--- src/sv/asf_pkg.sv ---
`timescale 1ns / 1ps
package asf_pkg;

  // sample format register codes
  localparam logic [3:0] FMT_I16_LE     = 4'd0;
  localparam logic [3:0] FMT_I24_LE     = 4'd1;
  localparam logic [3:0] FMT_I32_LE     = 4'd2;
  localparam logic [3:0] FMT_F32_LE     = 4'd3;
  localparam logic [3:0] FMT_F64_LE     = 4'd4;
  localparam logic [3:0] FMT_I24IN32_LE = 4'd5;
  localparam logic [3:0] FMT_BE_FIRST   = 4'd6;
  localparam logic [3:0] FMT_UNKNOWN    = 4'd12;
  localparam logic [3:0] FMT_RESET      = FMT_F32_LE;

  // encoding kind after endianness is stripped
  typedef enum logic [2:0] {
    KIND_I16     = 3'd0,
    KIND_I24     = 3'd1,
    KIND_I32     = 3'd2,
    KIND_F32     = 3'd3,
    KIND_F64     = 3'd4,
    KIND_I24IN32 = 3'd5
  } kind_t;

  // integer full-scale values 2^(n-1)-1
  localparam logic [30:0] SCALE_I16 = 31'd32767;
  localparam logic [30:0] SCALE_I24 = 31'd8388607;
  localparam logic [30:0] SCALE_I32 = 31'd2147483647;

  // float32 constants
  localparam logic [30:0] F32_ONE_MAG = 31'h3F80_0000;
  localparam logic [31:0] F32_POS_ONE = 32'h3F80_0000;

  // float32 to float64 exponent rebias, and denormal rebias
  localparam logic [10:0] F64_REBIAS     = 11'd896;
  localparam logic [10:0] F64_DENORM_EXP = 11'd874;

  // result item
  typedef struct packed {
    logic [63:0] bytes;
    logic [3:0]  count;
  } result_t;

  // reverse the low n bytes of a word
  function automatic logic [63:0] reverse_bytes(input logic [63:0] v, input logic [3:0] n);
    logic [63:0] r;
    r = '0;
    unique case (n)
      4'd2:    r = {48'd0, v[7:0], v[15:8]};
      4'd3:    r = {40'd0, v[7:0], v[15:8], v[23:16]};
      4'd4:    r = {32'd0, v[7:0], v[15:8], v[23:16], v[31:24]};
      4'd8:    r = {v[7:0], v[15:8], v[23:16], v[31:24],
                    v[39:32], v[47:40], v[55:48], v[63:56]};
      default: r = v;
    endcase
    return r;
  endfunction

endpackage

--- src/sv/asf_convert.sv ---
`timescale 1ns / 1ps
module asf_convert (
  input  logic [31:0]          sample_bits,
  input  logic [3:0]           sample_format,
  output asf_pkg::result_t     result
);

  logic        is_nan;
  logic        mag_ge1;
  logic [31:0] c;
  logic        sgn;
  logic [7:0]  ex;
  logic [22:0] fr;
  logic        be;
  logic        unknown;
  asf_pkg::kind_t kind;
  logic [30:0] scale;
  logic [54:0] prod;
  logic [55:0] rnd;
  logic        inc;
  logic        int_zero;
  logic [5:0]  shm1;
  logic [55:0] q;
  logic [31:0] mag;
  logic [31:0] ival;
  logic [4:0]  lead;
  logic [52:0] dn_tmp;
  logic [63:0] f64;
  logic [63:0] val;
  logic [3:0]  cnt;

  // clamp to [-1,1], nan goes to +1
  assign is_nan  = (&sample_bits[30:23]) && (|sample_bits[22:0]);
  assign mag_ge1 = sample_bits[30:0] >= asf_pkg::F32_ONE_MAG;
  always_comb begin
    if (is_nan) begin
      c = asf_pkg::F32_POS_ONE;
    end else if (mag_ge1) begin
      c = {sample_bits[31], asf_pkg::F32_ONE_MAG};
    end else begin
      c = sample_bits;
    end
  end
  assign sgn = c[31];
  assign ex  = c[30:23];
  assign fr  = c[22:0];

  // format decode
  assign unknown = sample_format >= asf_pkg::FMT_UNKNOWN;
  assign be      = !unknown && (sample_format >= asf_pkg::FMT_BE_FIRST);
  always_comb begin
    if (be) begin
      kind = asf_pkg::kind_t'(3'(sample_format - asf_pkg::FMT_BE_FIRST));
    end else if (unknown) begin
      kind = asf_pkg::KIND_F32;
    end else begin
      kind = asf_pkg::kind_t'(sample_format[2:0]);
    end
  end

  always_comb begin
    unique case (kind)
      asf_pkg::KIND_I16: scale = asf_pkg::SCALE_I16;
      asf_pkg::KIND_I32: scale = asf_pkg::SCALE_I32;
      default:           scale = asf_pkg::SCALE_I24;
    endcase
  end

  // scale product; denormals round to zero so the hidden bit is always set
  assign prod = 55'({1'b1, fr}) * 55'(scale);

  // round product to 53 significant bits, nearest-even
  always_comb begin
    inc = 1'b0;
    if (prod[54]) begin
      inc = prod[1] && (prod[0] || prod[2]);
      rnd = (56'(prod[54:2]) + 56'(inc)) << 2;
    end else if (prod[53]) begin
      inc = prod[0] && prod[1];
      rnd = (56'(prod[54:1]) + 56'(inc)) << 1;
    end else begin
      rnd = 56'(prod);
    end
  end

  // align to the integer point, round half away from zero
  assign int_zero = ex < 8'd95;
  assign shm1     = 6'(8'd149 - ex);
  assign q        = rnd >> shm1;
  assign mag      = int_zero ? 32'd0 : (32'(q[32:1]) + 32'(q[0]));
  assign ival     = sgn ? (32'd0 - mag) : mag;

  // float64 widening, denormals normalized
  always_comb begin
    lead = '0;
    for (int i = 0; i < 23; i++) begin
      if (fr[i]) begin
        lead = 5'(i);
      end
    end
  end
  assign dn_tmp = 53'(fr) << (6'd52 - 6'(lead));
  always_comb begin
    if (ex == 8'd0) begin
      if (fr == 23'd0) begin
        f64 = {sgn, 63'd0};
      end else begin
        f64 = {sgn, 11'(lead) + asf_pkg::F64_DENORM_EXP, dn_tmp[51:0]};
      end
    end else begin
      f64 = {sgn, 11'(ex) + asf_pkg::F64_REBIAS, fr, 29'd0};
    end
  end

  // pack by format
  always_comb begin
    unique case (kind)
      asf_pkg::KIND_I16: begin
        val = {48'd0, ival[15:0]};
        cnt = 4'd2;
      end
      asf_pkg::KIND_I24: begin
        val = {40'd0, ival[23:0]};
        cnt = 4'd3;
      end
      asf_pkg::KIND_I32: begin
        val = {32'd0, ival};
        cnt = 4'd4;
      end
      asf_pkg::KIND_F32: begin
        val = {32'd0, c};
        cnt = 4'd4;
      end
      asf_pkg::KIND_F64: begin
        val = f64;
        cnt = 4'd8;
      end
      default: begin
        val = {32'd0, ival[23:0], 8'd0};
        cnt = 4'd4;
      end
    endcase
    if (unknown) begin
      result.bytes = '0;
      result.count = 4'd4;
    end else if (be) begin
      result.bytes = asf_pkg::reverse_bytes(val, cnt);
      result.count = cnt;
    end else begin
      result.bytes = val;
      result.count = cnt;
    end
  end

endmodule

--- src/sv/audio_sample_formatter_unit.sv ---
`timescale 1ns / 1ps
// a sample taken into the input register is then moved to the output register
// and shown on out_valid; throughput: one sample per cycle while out_ready is
// high, with the format multiply and rounding between the two registers
// reset: synchronous active-low rst_n empties both stages and sets the
// format register to float32 little-endian
module audio_sample_formatter_unit (
  input  logic        clk,
  input  logic        rst_n,
  input  logic        cfg_wr_en,
  input  logic [3:0]  cfg_wr_data,
  input  logic        in_valid,
  output logic        in_ready,
  input  logic [31:0] in_sample_bits,
  output logic        out_valid,
  input  logic        out_ready,
  output logic [63:0] out_bytes,
  output logic [3:0]  out_byte_count
);

  logic [3:0]  fmt_r;
  logic        s1_valid_r;
  logic [31:0] s1_bits_r;
  logic        out_valid_r;
  asf_pkg::result_t res_r;
  asf_pkg::result_t res_nxt;
  logic        adv;

  // format register
  always_ff @(posedge clk) begin
    if (!rst_n) begin
      fmt_r <= asf_pkg::FMT_RESET;
    end else if (cfg_wr_en) begin
      fmt_r <= cfg_wr_data;
    end
  end

  // stage flow control
  assign adv      = s1_valid_r && (!out_valid_r || out_ready);
  assign in_ready = !s1_valid_r || adv;

  // input register
  always_ff @(posedge clk) begin
    if (!rst_n) begin
      s1_valid_r <= 1'b0;
    end else if (in_ready) begin
      s1_valid_r <= in_valid;
    end
  end
  always_ff @(posedge clk) begin
    if (in_valid && in_ready) begin
      s1_bits_r <= in_sample_bits;
    end
  end

  asf_convert u_convert (
    .sample_bits   (s1_bits_r),
    .sample_format (fmt_r),
    .result        (res_nxt)
  );

  // output register
  always_ff @(posedge clk) begin
    if (!rst_n) begin
      out_valid_r <= 1'b0;
    end else if (adv) begin
      out_valid_r <= 1'b1;
    end else if (out_ready) begin
      out_valid_r <= 1'b0;
    end
  end
  always_ff @(posedge clk) begin
    if (adv) begin
      res_r <= res_nxt;
    end
  end

  assign out_valid      = out_valid_r;
  assign out_bytes      = res_r.bytes;
  assign out_byte_count = res_r.count;

  // byte count is always a legal size
  a_count_legal: assert property (@(posedge clk) disable iff (!rst_n)
    out_valid |-> (out_byte_count == 4'd2 || out_byte_count == 4'd3 ||
                   out_byte_count == 4'd4 || out_byte_count == 4'd8))
    else $error("illegal byte count");

  // bytes above the low four are zero unless the count is eight
  a_upper_zero: assert property (@(posedge clk) disable iff (!rst_n)
    (out_valid && out_byte_count != 4'd8) |-> (out_bytes[63:32] == 32'd0))
    else $error("nonzero bytes beyond count");

  a_short_zero: assert property (@(posedge clk) disable iff (!rst_n)
    (out_valid && out_byte_count == 4'd2) |-> (out_bytes[63:16] == 48'd0))
    else $error("nonzero bytes beyond int16");

  // a held input stage is never dropped
  a_stage_hold: assert property (@(posedge clk) disable iff (!rst_n)
    (s1_valid_r && !adv) |=> (s1_valid_r && $stable(s1_bits_r)))
    else $error("input stage lost a transaction");

endmodule
--- config.mk ---
export PLATFORM = sky130hd
export DESIGN_NAME = audio_sample_formatter_unit
export DESIGN_NICKNAME = d
export VERILOG_FILES = /design/src/sv/asf_pkg.sv /design/src/sv/asf_convert.sv /design/src/sv/audio_sample_formatter_unit.sv
export SDC_FILE = /design/constraint.sdc
export NUM_CORES = 2
export LEC_CHECK = 0
export BUFFER_PORTS_ARGS = -buffer_cell sky130_fd_sc_hd__buf_2
export CAP_MARGIN = 20
export CORE_ASPECT_RATIO = 1.1
export CORE_MARGIN = 2
export CORE_UTILIZATION = 41
export CTS_CLUSTER_DIAMETER = 30
export DETAILED_ROUTE_END_ITERATION = 16
export PLACE_DENSITY = 0.58
export REMOVE_ABC_BUFFERS = 1
export SLEW_MARGIN = 20
export SYNTH_ARGS = -nofsm -noshare
export SYNTH_HDL_FRONTEND = slang
export SYNTH_SLANG_ARGS = --single-unit
--- constraint.sdc ---
create_clock -name clk -period 31.1 [get_ports clk]
set_input_delay 9.33 -clock clk [delete_from_list [all_inputs] [get_ports clk]]
set_output_delay 9.33 -clock clk [all_outputs]
set_load 0.02 [all_outputs]
==> results.sh <==
export IMPL_grt_pass1_vias=34000
export IMPL_min_period_ps=19340
export IMPL_cp_data_required_time_ps=21770
export IMPL_top_layer_used="met5"
export IMPL_ys_ff_latch=106
export IMPL_cts_root_buf="clkbuf_16"
export IMPL_numPortBuffers=110
export IMPL_ctsHoldBuffers=0
export IMPL_crit_top_cell="buf_2"
export IMPL_cp_max_fo=4
export IMPL_dp_hpwl_um=118000
export IMPL_crit_chain="buf_2, nor2b_1, nand2_1, buf_2"
export IMPL_clk_latency_ps=370
export IMPL_clk_path_buf_depth=2
export IMPL_worstPathArrival_ps=10010
export IMPL_slowest_stage="nor2b_1"
export IMPL_grtUsageTotal_pct=33.0
export IMPL_syn_area_mm2=0.0347
export IMPL_syn_inst=4395
export IMPL_synthToLayoutAreaGrowth_pct=5.65
export IMPL_final_layout_size_suffix_gt1_share_pct=9.16
export IMPL_grt_pass1_wl_um=218000
export IMPL_finalHoldViolCount=0
export IMPL_core_mm2=0.0836
export IMPL_wl_met3_um=13600
export IMPL_antennaDiodeCount=0
export IMPL_critPathKind="primary input to primary output"
export IMPL_gp_congestion=1.04
export IMPL_cp_top_family="simple AND/OR/NAND/NOR gates"
export IMPL_cts_sinks=106
export IMPL_drt_iter0_markers=4926
export IMPL_status="finished clean"
export IMPL_path_buf_inv=2
export IMPL_setup_viol=0
export IMPL_yosysUniqueCellTypes=133
export IMPL_synth_edf_count=100
export IMPL_drcViolationCount=0
export IMPL_tightest_slew_ps=1230
export IMPL_worst_setup_path_end_kind="primary output"
export IMPL_fp_dieW_um=281
export IMPL_cap_violations=0
export IMPL_fin_worst_skew_ps=16.0
export IMPL_wl_um=145000
export IMPL_post_cts_buffers=0
export IMPL_ys_warn_count=0
export IMPL_die_h_um=309
export IMPL_mostFrequentLayoutCells="inv_1, nand2_1, fa_1"
export IMPL_clock_fmax_ghz=0.0517
export IMPL_viasPerCell=6.45
export IMPL_dp_cells=5469
export IMPL_wl_met1_um=59300
export IMPL_die_area_mm2=0.0870
export IMPL_rows=111
export IMPL_cpPeakStageDelay_ps=300
export IMPL_syn_area_per_cell_um2=7.90
export IMPL_synthArstFlopShare_pct=0
export IMPL_gr_total_overflow=0
export IMPL_rsz0062_at_grt="false"
export IMPL_dp_slack_ps=11750
export IMPL_ctsResizeCount=0
export IMPL_fin_tns_setup_ps=0
export IMPL_hp_class="flip-flop to flip-flop"
export IMPL_fin_crit_sh_pct=62.2
export IMPL_final_common_cell="inv_1"
export IMPL_ios=111
export IMPL_final_antenna_net_count=0
export IMPL_startpoint_type="primary input"
export IMPL_vias=35400
export IMPL_synthFlopType="edfxtp_1"
export IMPL_cts_htree_levels=3
export IMPL_instances_no_fill=5486
export IMPL_num_nets_final=4994
export IMPL_setup_ws_ps=11760
export IMPL_cts_clk_slew_worst_paths_ps=80
export IMPL_ys_seq_area_share_pct=9.00
export IMPL_start_util_pct=41.5
export IMPL_report_final_slew_viol_count=0
export IMPL_wl_per_cell_um=26.4
export IMPL_grt_start_max_net_pins=69
export IMPL_cts_tree="yes"
export IMPL_max_slew_margin_pct=17.3
export IMPL_cts_made_buffers=9
export IMPL_first_pass_iters=7
export IMPL_antenna_found_initial=3
export IMPL_route_met2_wl_um=63100
export IMPL_fillCellCount=8578
[state kept, by name (all words and copies together) (netlist names)]
name and flops:
out_byte_count 4, s1_valid_r 1, fmt_r 4, out_bytes 64, out_valid 1, s1_bits_r 32
[cells by family (layout without fill, tap and decap cells)]
kind of cell	after synthesis	count (layout)	share of synthesized area [%]
simple gates	1490	1490	21.9
xor+xnor	120	120	3.05
other cells	1	1	0.0108
buf+inv	785	746	8.75
mux	84	84	2.93
fa+ha+maj	603	603	29.8
flops	106	106	9.00
compound gates	1206	1206	24.6
[routing by layer]
| metal | vias to the layer above | track usage (%) |
|---|---|---|
| met3 | 432 | 4.13 |
| met1 | 17200 | 45.8 |
| li1 | 15700 | - |
| met2 | 2108 | 51.2 |
| met4 | 2 | 15.5 |
| met5 | - | 0 |
[stage by stage]
stage | area, µm² | hold WS, ps | util (%)
4_1_cts | 36700 | 529 | 43.9
6_report | 36700 | 528 | 43.9
2_1_floorplan | 33700 | 477 | -
3_3_place_gp | 36400 | 514 | 43.5
3_5_place_dp | 36400 | 509 | 43.5
5_1_grt | 36700 | 568 | 43.9
[synth_stat cells, types with 18 or more instances]
master | instances | area share [%]
o211ai_1 | 58 | 1.3
and3_1 | 38 | 0.68
a31oi_1 | 45 | 0.81
o21ai_0 | 251 | 3.6
o221ai_1 | 32 | 0.81
nand2b_1 | 28 | 0.50
nand3_1 | 122 | 1.8
nor2_1 | 325 | 3.5
or2_2 | 31 | 0.56
xor2_1 | 36 | 0.91
o31ai_1 | 25 | 0.54
o32ai_1 | 19 | 0.48
a221oi_1 | 25 | 0.63
edfxtp_1 | 100 | 8.7
a211oi_1 | 56 | 1.2
o21ai_1 | 20 | 0.29
o21a_1 | 33 | 0.71
inv_1 | 533 | 5.8
fa_1 | 373 | 22
or4_1 | 21 | 0.45
or3_1 | 36 | 0.65
o22ai_1 | 46 | 0.83
clkbuf_1 | 191 | 2.1
and2_1 | 59 | 1.1
nor3_1 | 138 | 2.0
nor2b_1 | 18 | 0.32
a21o_1 | 29 | 0.63
o31a_1 | 18 | 0.45
nand4_1 | 79 | 1.4
mux2i_1 | 60 | 1.7
and4_1 | 18 | 0.45
ha_1 | 229 | 8.3
nor4_1 | 65 | 1.2
buf_2 | 37 | 0.53
a22oi_1 | 34 | 0.74
nand2_1 | 421 | 4.6
a21oi_1 | 236 | 3.4
xnor2_1 | 83 | 2.1
[cell type report]
class	count	area (µm²)	area share, %
Clock buffer	9	225	0.614
Inverter	543	2040	5.56
Tap cell	1130	1410	3.86
Sequential cell	106	3120	8.52
Multi-Input combinational cell	3504	28700	78.2
Timing Repair Buffer	187	1130	3.08
Clock inverter	7	81.3	0.222
[worst paths after layout]
check | start | endpoint | slack [ps] | cells after the start
worst max-delay path | out_ready | in_ready | 11760 | 4
worst min-delay path | s1_valid_r$_SDFFE_PN0N_ | out_valid$_SDFFE_PN0P_ | 530 | 1
worst max register to register | fmt_r[1]$_SDFFE_PN1P_ | out_bytes[38]$_SDFFCE_PP0P_ | 12990 | 45
worst min register to register | s1_valid_r$_SDFFE_PN0N_ | out_valid$_SDFFE_PN0P_ | 530 | 1
Power is left out: the tool's default activity adds up to more than one toggle a clock period on the data nets, which glitch-free logic cannot reach.
